### src/sbm_pkg.sv
// shared types and constants of the serially loaded bank mapper
package sbm_pkg;

  localparam int unsigned REG_W       = 5;
  localparam int unsigned STAMP_W     = 32;
  localparam int unsigned DATA_W      = 8;
  localparam int unsigned SEL_W       = 2;
  localparam int unsigned CNT_W       = 3;
  localparam int unsigned PRG_W       = 6;
  localparam int unsigned CFG_IDX_W   = 2;
  localparam int unsigned IN_TDATA_W  = 48;
  localparam int unsigned OUT_TDATA_W = 32;

  localparam logic [CNT_W-1:0]   SHIFT_BITS      = 3'd5;
  localparam logic [STAMP_W-1:0] MIN_WRITE_GAP   = 32'd2;
  localparam logic [REG_W-1:0]   CTL_RESET       = 5'h1F;
  localparam logic [REG_W-1:0]   CTL_PRG_FORCE   = 5'h0C;
  localparam logic [PRG_W-1:0]   PRG_LAST_BANK   = 6'h0F;
  localparam logic [PRG_W-1:0]   PRG_OUTER_BLOCK = 6'h10;

  // register select codes
  localparam logic [SEL_W-1:0] SEL_CONTROL = 2'd0;
  localparam logic [SEL_W-1:0] SEL_CHR0    = 2'd1;
  localparam logic [SEL_W-1:0] SEL_CHR1    = 2'd2;
  localparam logic [SEL_W-1:0] SEL_PRG     = 2'd3;

  // prg mode codes, control bits 3:2
  localparam logic [1:0] PRG_MODE_FIX_HIGH = 2'b11;
  localparam logic [1:0] PRG_MODE_FIX_LOW  = 2'b10;

  // configuration register indexes
  localparam logic [CFG_IDX_W-1:0] CFG_IGNORE_WRAM_DISABLE   = 2'd0;
  localparam logic [CFG_IDX_W-1:0] CFG_MIRROR_CONTROL_ENABLE = 2'd1;
  localparam logic [CFG_IDX_W-1:0] CFG_LARGE_WRAM            = 2'd2;

  typedef struct packed {
    logic [REG_W-1:0] prg;
    logic [REG_W-1:0] chr1;
    logic [REG_W-1:0] chr0;
    logic [REG_W-1:0] control;
  } bank_regs_t;

  typedef struct packed {
    logic large_wram;
    logic mirror_control_enable;
    logic ignore_wram_disable;
  } cfg_t;

  // first field in the highest bits, last field in the lowest bits
  typedef struct packed {
    logic             wram_bank;
    logic             wram_enabled;
    logic             mirroring_driven;
    logic [1:0]       mirroring;
    logic [REG_W-1:0] chr_bank_high;
    logic [REG_W-1:0] chr_bank_low;
    logic [PRG_W-1:0] prg_bank_high;
    logic [PRG_W-1:0] prg_bank_low;
    logic             register_committed;
    logic             write_taken;
  } result_t;

  localparam int unsigned RESULT_W = $bits(result_t);

endpackage

### src/sbm_regs.sv
// serial shifter, internal mapper registers, write stamp and configuration registers
module sbm_regs (
  input  logic                            clk,
  input  logic                            rst_n,
  input  logic                            accept,
  input  logic [sbm_pkg::SEL_W-1:0]       reg_select,
  input  logic [sbm_pkg::DATA_W-1:0]      data,
  input  logic [sbm_pkg::STAMP_W-1:0]     cycle_stamp,
  input  logic                            cfg_we,
  input  logic [sbm_pkg::CFG_IDX_W-1:0]   cfg_index,
  input  logic                            cfg_data,
  output logic                            write_taken,
  output logic                            register_committed,
  output sbm_pkg::bank_regs_t             regs_nxt,
  output sbm_pkg::cfg_t                   cfg
);
  import sbm_pkg::*;

  logic [REG_W-1:0]   mapper_regs_r [4];
  logic [REG_W-1:0]   mapper_regs_nxt [4];
  logic [REG_W-1:0]   shift_value_r, shift_value_nxt;
  logic [CNT_W-1:0]   shift_count_r, shift_count_nxt;
  logic [STAMP_W-1:0] stamp_r, stamp_nxt;
  cfg_t               cfg_r;
  logic [STAMP_W-1:0] stamp_diff;
  logic [REG_W-1:0]   shifted;
  logic [CNT_W-1:0]   count_inc;

  assign stamp_diff = cycle_stamp - stamp_r;
  assign shifted    = shift_value_r | (REG_W'(data[0]) << shift_count_r);
  assign count_inc  = shift_count_r + CNT_W'(1);

  always_comb begin
    mapper_regs_nxt    = mapper_regs_r;
    shift_value_nxt    = shift_value_r;
    shift_count_nxt    = shift_count_r;
    stamp_nxt          = stamp_r;
    write_taken        = 1'b0;
    register_committed = 1'b0;
    if (stamp_diff >= MIN_WRITE_GAP) begin
      write_taken = 1'b1;
      if (data[DATA_W-1]) begin
        mapper_regs_nxt[SEL_CONTROL] = mapper_regs_r[SEL_CONTROL] | CTL_PRG_FORCE;
        shift_value_nxt              = '0;
        shift_count_nxt              = '0;
        stamp_nxt                    = cycle_stamp;
      end else if (count_inc >= SHIFT_BITS) begin
        mapper_regs_nxt[reg_select] = shifted;
        shift_value_nxt             = '0;
        shift_count_nxt             = '0;
        register_committed          = 1'b1;
      end else begin
        shift_value_nxt = shifted;
        shift_count_nxt = count_inc;
      end
    end
  end

  always_ff @(posedge clk) begin
    if (!rst_n) begin
      mapper_regs_r[SEL_CONTROL] <= CTL_RESET;
      mapper_regs_r[SEL_CHR0]    <= '0;
      mapper_regs_r[SEL_CHR1]    <= '0;
      mapper_regs_r[SEL_PRG]     <= '0;
      shift_value_r              <= '0;
      shift_count_r              <= '0;
      stamp_r                    <= '0;
    end else if (accept) begin
      mapper_regs_r <= mapper_regs_nxt;
      shift_value_r <= shift_value_nxt;
      shift_count_r <= shift_count_nxt;
      stamp_r       <= stamp_nxt;
    end
  end

  always_ff @(posedge clk) begin
    if (!rst_n) begin
      cfg_r.ignore_wram_disable   <= 1'b0;
      cfg_r.mirror_control_enable <= 1'b1;
      cfg_r.large_wram            <= 1'b0;
    end else if (cfg_we) begin
      unique case (cfg_index)
        CFG_IGNORE_WRAM_DISABLE:   cfg_r.ignore_wram_disable   <= cfg_data;
        CFG_MIRROR_CONTROL_ENABLE: cfg_r.mirror_control_enable <= cfg_data;
        CFG_LARGE_WRAM:            cfg_r.large_wram            <= cfg_data;
        default: ;
      endcase
    end
  end

  assign regs_nxt.control = mapper_regs_nxt[SEL_CONTROL];
  assign regs_nxt.chr0    = mapper_regs_nxt[SEL_CHR0];
  assign regs_nxt.chr1    = mapper_regs_nxt[SEL_CHR1];
  assign regs_nxt.prg     = mapper_regs_nxt[SEL_PRG];
  assign cfg              = cfg_r;

  a_count_range: assert property (@(posedge clk) disable iff (!rst_n)
    shift_count_r < SHIFT_BITS)
    else $error("shift count out of range");

  a_commit_clears: assert property (@(posedge clk) disable iff (!rst_n)
    accept && register_committed |=> shift_count_r == '0 && shift_value_r == '0)
    else $error("shifter not cleared after commit");

  a_too_soon_holds: assert property (@(posedge clk) disable iff (!rst_n)
    accept && !write_taken |=> $stable(shift_count_r) && $stable(stamp_r)
      && $stable(shift_value_r))
    else $error("ignored write changed state");

  a_commit_taken: assert property (@(posedge clk) disable iff (!rst_n)
    register_committed |-> write_taken && !data[DATA_W-1])
    else $error("commit on ignored or reset write");
endmodule

### src/sbm_report.sv
// bank mapping decode from the internal registers and configuration
module sbm_report (
  input  logic                  write_taken,
  input  logic                  register_committed,
  input  sbm_pkg::bank_regs_t   regs,
  input  sbm_pkg::cfg_t         cfg,
  output sbm_pkg::result_t      result
);
  import sbm_pkg::*;

  logic [PRG_W-1:0] offs;
  logic [PRG_W-1:0] prg_full;
  logic [PRG_W-1:0] prg_base;

  assign offs     = regs.chr0[4] ? PRG_OUTER_BLOCK : '0;
  assign prg_full = PRG_W'(regs.prg) + offs;
  assign prg_base = PRG_W'({regs.prg[REG_W-1:1], 1'b0}) + offs;

  always_comb begin
    result                    = '0;
    result.write_taken        = write_taken;
    result.register_committed = register_committed;
    case (regs.control[3:2])
      PRG_MODE_FIX_HIGH: begin
        result.prg_bank_low  = prg_full;
        result.prg_bank_high = PRG_LAST_BANK + offs;
      end
      PRG_MODE_FIX_LOW: begin
        result.prg_bank_low  = offs;
        result.prg_bank_high = prg_full;
      end
      default: begin
        result.prg_bank_low  = prg_base;
        result.prg_bank_high = prg_base + PRG_W'(1);
      end
    endcase
    if (regs.control[4]) begin
      result.chr_bank_low  = regs.chr0;
      result.chr_bank_high = regs.chr1;
    end else begin
      result.chr_bank_low  = {regs.chr0[REG_W-1:1], 1'b0};
      result.chr_bank_high = {regs.chr0[REG_W-1:1], 1'b1};
    end
    result.mirroring        = cfg.mirror_control_enable ? regs.control[1:0] : 2'b00;
    result.mirroring_driven = cfg.mirror_control_enable;
    result.wram_enabled     = !regs.prg[4] || cfg.ignore_wram_disable;
    if (cfg.large_wram) begin
      result.wram_bank = regs.control[4] ? regs.chr0[4] : regs.chr0[3];
    end else begin
      result.wram_bank = 1'b0;
    end
  end
endmodule

### src/serial_loaded_bank_mapper_top.sv
// serially loaded bank mapper: top level with stream handshake and result register
//
// in channel: one word per cpu write to the mapper range (register select,
// data byte, cycle stamp). out channel: one word per accepted input word with
// the write status and the bank mapping after that write.
// cfg channel: writes one configuration register per handshake, cfg_ready is
// always high; write it only while no word is in flight.
// latency: the result of a word accepted at one edge is on out_tdata with
// out_tvalid high from the next cycle on.
// throughput: one word per cycle while out_tready is high; the shifter and
// register update is one short pass of logic ahead of the result register.
// a word is taken whenever the result register is empty or is being read in
// the same cycle, so a stalled receiver holds in_tready low until it takes
// the pending result; nothing is dropped.
// reset: control register reads 0x1f, the other mapper registers, the shifter and
// the write stamp clear, mirroring is driven and the result register is empty.
module serial_loaded_bank_mapper_top (
  input  logic                                clk,
  input  logic                                rst_n,
  input  logic                                in_tvalid,
  output logic                                in_tready,
  // reg_select[1:0], data[9:2], cycle_stamp[41:10], zero fill
  input  logic [sbm_pkg::IN_TDATA_W-1:0]      in_tdata,
  output logic                                out_tvalid,
  input  logic                                out_tready,
  // write_taken[0], register_committed[1], prg_bank_low[7:2], prg_bank_high[13:8],
  // chr_bank_low[18:14], chr_bank_high[23:19], mirroring[25:24],
  // mirroring_driven[26], wram_enabled[27], wram_bank[28], zero fill
  output logic [sbm_pkg::OUT_TDATA_W-1:0]     out_tdata,
  input  logic                                cfg_valid,
  output logic                                cfg_ready,
  input  logic [sbm_pkg::CFG_IDX_W-1:0]       cfg_index,
  input  logic                                cfg_data
);
  import sbm_pkg::*;

  logic       in_accept;
  logic       write_taken;
  logic       register_committed;
  bank_regs_t regs_nxt;
  cfg_t       cfg;
  result_t    result;
  result_t    result_r;
  logic       out_valid_r;

  assign in_tready = !out_valid_r || out_tready;
  assign in_accept = in_tvalid && in_tready;
  assign cfg_ready = 1'b1;

  sbm_regs u_regs (
    .clk                (clk),
    .rst_n              (rst_n),
    .accept             (in_accept),
    .reg_select         (in_tdata[SEL_W-1:0]),
    .data               (in_tdata[SEL_W+DATA_W-1:SEL_W]),
    .cycle_stamp        (in_tdata[SEL_W+DATA_W+STAMP_W-1:SEL_W+DATA_W]),
    .cfg_we             (cfg_valid && cfg_ready),
    .cfg_index          (cfg_index),
    .cfg_data           (cfg_data),
    .write_taken        (write_taken),
    .register_committed (register_committed),
    .regs_nxt           (regs_nxt),
    .cfg                (cfg)
  );

  sbm_report u_report (
    .write_taken        (write_taken),
    .register_committed (register_committed),
    .regs               (regs_nxt),
    .cfg                (cfg),
    .result             (result)
  );

  always_ff @(posedge clk) begin
    if (!rst_n) begin
      out_valid_r <= 1'b0;
    end else if (in_accept) begin
      out_valid_r <= 1'b1;
    end else if (out_tready) begin
      out_valid_r <= 1'b0;
    end
  end

  always_ff @(posedge clk) begin
    if (in_accept) begin
      result_r <= result;
    end
  end

  assign out_tvalid = out_valid_r;
  assign out_tdata  = OUT_TDATA_W'(result_r);

  a_accept_gives_word: assert property (@(posedge clk) disable iff (!rst_n)
    in_accept |=> out_tvalid)
    else $error("accepted word produced no result");

  a_no_accept_when_full: assert property (@(posedge clk) disable iff (!rst_n)
    out_valid_r && !out_tready |-> !in_tready)
    else $error("word accepted over pending result");

  a_pending_result_held: assert property (@(posedge clk) disable iff (!rst_n)
    out_valid_r && !out_tready |=> out_valid_r && $stable(result_r))
    else $error("pending result lost");
endmodule

### config.mk
export PLATFORM = sky130hd
export DESIGN_NAME = serial_loaded_bank_mapper_top
export DESIGN_NICKNAME = d
export VERILOG_FILES = /design/src/sbm_pkg.sv /design/src/sbm_regs.sv /design/src/sbm_report.sv /design/src/serial_loaded_bank_mapper_top.sv
export SDC_FILE = /design/constraint.sdc
export NUM_CORES = 1
export LEC_CHECK = 0
export ABC_CLOCK_PERIOD_IN_PS = 5100
export BUFFER_PORTS_ARGS = -buffer_cell sky130_fd_sc_hd__buf_2
export CORE_ASPECT_RATIO = 0.9
export CORE_MARGIN = 2
export CORE_UTILIZATION = 35
export CTS_CLUSTER_DIAMETER = 50
export DETAILED_ROUTE_END_ITERATION = 12
export PLACE_DENSITY_LB_ADDON = 0.1
export SLEW_MARGIN = 20
export SYNTH_ARGS = -nofsm -noshare
export SYNTH_HDL_FRONTEND = slang
export SYNTH_SLANG_ARGS = --single-unit
### constraint.sdc
create_clock -name clk -period 5.1 [get_ports clk]
set_input_delay 0 -clock clk [delete_from_list [all_inputs] [get_ports clk]]
set_output_delay 0 -clock clk [all_outputs]
set_load 0.005 [all_outputs]
==> results by group <==
Global route
  – First-pass GRT wire length: 29.0 mm
  – Total track usage: 18.3%
  – Vias in the first global route: 5635
  – Remaining Overflow, GRT: 0
  – Initial antenna violation count: 0
  – Pin count of the biggest net entering global routing: 65

Yosys
  – FFs w/ async S/R, synth: 0%
  – Syn Inst Count: 741
  – Flop and latch count out of synthesis: 93
  – Average cell area after synthesis: 8.70 um^2
  – Post-synthesis cell type count: 79
  – Mapped Area: 6450 um^2
  – Post-synthesis sequential area ratio: 33.4%
  – Post-synth EDFFs: 29
  – Synth Flop Type: dfxtp_1
  – Ys Warns: 0

Die
  – Core ar.: 18200 um^2
  – Die area: 19500 um^2
  – Row count: 47
  – Die Y: 133 um
  – IO Pins: 91
  – Initial Util: 35.4%
  – Die width: 147 um

Place
  – Inst Count DP: 1060
  – DP HPWL: 13.5 mm
  – Post-DP Area: 7220 um^2
  – Port Buffers: 74
  – Final GP Congestion: 0.889

Drt
  – Post-DR wirelength/cell: 15.7 um
  – Initial DRT Pass Iterations: 5
  – Wl on met1: 8.29 mm
  – Met2 wire length: 8.28 mm
  – Vias per cell: 5.20
  – Drt drc: 0
  – Top layer in use: met4
  – DRT Wirelength: 17.5 mm
  – Routed via count: 5791
  – Detail Route Antenna Nets: 0
  – Routed met3 length: 613 um
  – 1st-iter DRT viols: 290

Critical path
  – WP data required: 5210 ps
  – Worst Path Class, Setup: flip-flop to flip-flop
  – Data arrival time of the worst path: 4940 ps
  – CP Launch Type: flip-flop
  – CP max FO: 8
  – CP endpoint kind: flip-flop

STA
  – Clk_skew: 6.03 ps
  – Worst-Margin Slew: 1020 ps
  – Max Clk Rate: 0.207 GHz
  – RSZ-0062 raised after global routing: false
  – Final Slew Violations: 0
  – Fin Setup TNS: 0 ps
  – Final Hold Viols: 0
  – Min Tclk post-route: 4830 ps
  – Max_slew headroom: 32.0%
  – Period utilization: 94.8%
  – Final setup vio count: 0

Run
  – Number of max-cap violations: 0

CTS
  – Clock transition at path regs: 70 ps
  – H-tree levels: 3
  – CTS Sinks: 93
  – CTS Buffer Depth: 2
  – Root Driver: clkbuf_16
  – TritonCTS clock tree: built
  – Inserted Clock Buffers: 9
  – Worst skew pair latency: 350 ps

Final layout
  – Fin area: 7920 um^2
  – Commonest non-fill, non-tap cell in the layout: buf_2
  – Core Util, Final: 43.5%
  – Layout cells sized above 1: 17.3%
  – Final Non-Filler Cells: 1113
  – Area grow syn2layout: 22.9%
  – # nets final: 954
  – Diode count: 0
  – Most frequent cells in the layout: buf_2 (74), nand2_1 (68), dfxtp_1 (64), nor2b_1 (62), mux2i_1 (57)

Worst hold path
  – Hold Crit Class: primary input to flip-flop

Power
  – Leakage: 3.32 nW
  – PD cells: 247 nW/um^2
  – Maximum vdd drop: 154 uV
  – Power Total: 1.96 mW

Status
  – Status: complete, no violations
[critical path, cell delays in order, from the launching register on]
cell and delay [ps]:
dfxtp_1 400, inv_1 60, ha_1 270, nand2b_1 100, a211oi_4 420, or3_1 200
o2111ai_1 130, or4_1 530, or4b_1 520, or4_4 560, nor4_4 280, nand4b_2 210
mux2_2 350, ha_1 280, mux2_1 280
[where the power goes]
part	switching, mW	internal (mW)
Sequential	0.0109	0.785
Clock	0.327	0.343
Combinational	0.282	0.208
[flip-flops by register name (all words and copies together), names as in the netlist]
signal                count
u_regs.stamp_r           32
out_tdata                29
u_regs.mapper_regs_r     20
u_regs.shift_value_r      5
u_regs.cfg                3
u_regs.shift_count_r      3
out_tvalid                1
[stage by stage]
stage                     worst slack (ps)  hold slack (ps)
after floorplan                       5.86              121
after global placement                 101              246
after detailed placement              6.83              265
after CTS                             1.16             21.6
after global routing                  52.8             53.9
final                                  267             34.1
[kinds of logic (layout without fill, tap and decap cells)]
logic type	Yosys count	in the layout	share of synthesized area, %
compound gates	169	169	18.1
other cells	2	4	0.116
xor+xnor	14	14	1.90
buf+inv	76	201	5.20
flops	93	93	33.4
fa+ha+maj	35	35	6.91
mux	64	64	10.3
simple gates	288	288	24.2
[area by class of cell]
type | instances | area, um^2
Clock buffer | 9 | 225
Clock inverter | 7 | 63.8
Fill cell | 1839 | 10300
Inverter | 41 | 155
Multi-Input combinational cell | 574 | 4020
Sequential cell | 93 | 2150
Tap cell | 245 | 307
Timing Repair Buffer | 144 | 998
[metal layers]
layer  vias to the layer above  GRT usage (%)
met1                      2726           23.9
met2                       121           31.4
li1                       2924              -
met4                         0           4.54
met5                         -              0
met3                        20           3.55
[synthesized netlist by cell type (all sizes together), types with 4 or more instances]
cell / count / area [um^2]
nor2b: 62 / 388
a21oi: 36 / 184
a21o: 11 / 82.6
a21boi: 6 / 45.0
a31oi: 11 / 75.1
dfxtp: 64 / 1280
or2: 4 / 25.0
o21a: 16 / 120
xor2: 9 / 78.8
mux2: 5 / 60.1
nor3: 16 / 80.1
nor3b: 5 / 37.5
nand4: 11 / 68.8
o2111ai: 4 / 35.0
edfxtp: 29 / 871
clkbuf: 17 / 63.8
nand3: 14 / 70.1
xnor2: 5 / 43.8
nor2: 46 / 175
o21ai: 33 / 165
o221ai: 4 / 35.0
mux2i: 59 / 603
and2: 8 / 50.1
nand2b: 9 / 56.3
nand2: 69 / 262
a2111oi: 4 / 35.0
a211oi: 9 / 80.1
o211a: 5 / 50.1
buf: 18 / 118
ha: 34 / 425
or3: 13 / 81.3
nand3b: 9 / 67.6
inv: 40 / 150
[final timing paths]
check                                   startpoint                               endpoint  slack, ps  cells past startpoint
min reg2reg  u_regs.mapper_regs_r[15]$_SDFFE_PN1P_  u_regs.mapper_regs_r[15]$_SDFFE_PN1P_        510                      2
max                 u_regs.stamp_r[1]$_SDFFE_PN0P_                 out_tdata[6]$_DFFE_PP_        270                     14
max reg2reg         u_regs.stamp_r[1]$_SDFFE_PN0P_                 out_tdata[6]$_DFFE_PP_        270                     14
min                                   cfg_index[0]             u_regs.cfg[0]$_SDFFE_PN0P_         30                      4
[what timing repair did]
item / 4_1_cts / 5_1_grt
endpoints found under the setup margin: 0 / 14
buffers inserted: 0 / 1
endpoints found under the hold margin: 36 / 0
resized for setup: 0 / 6
hold buffers: 36 / 0
No activity file was read; power rests on OpenSTA's default activity.
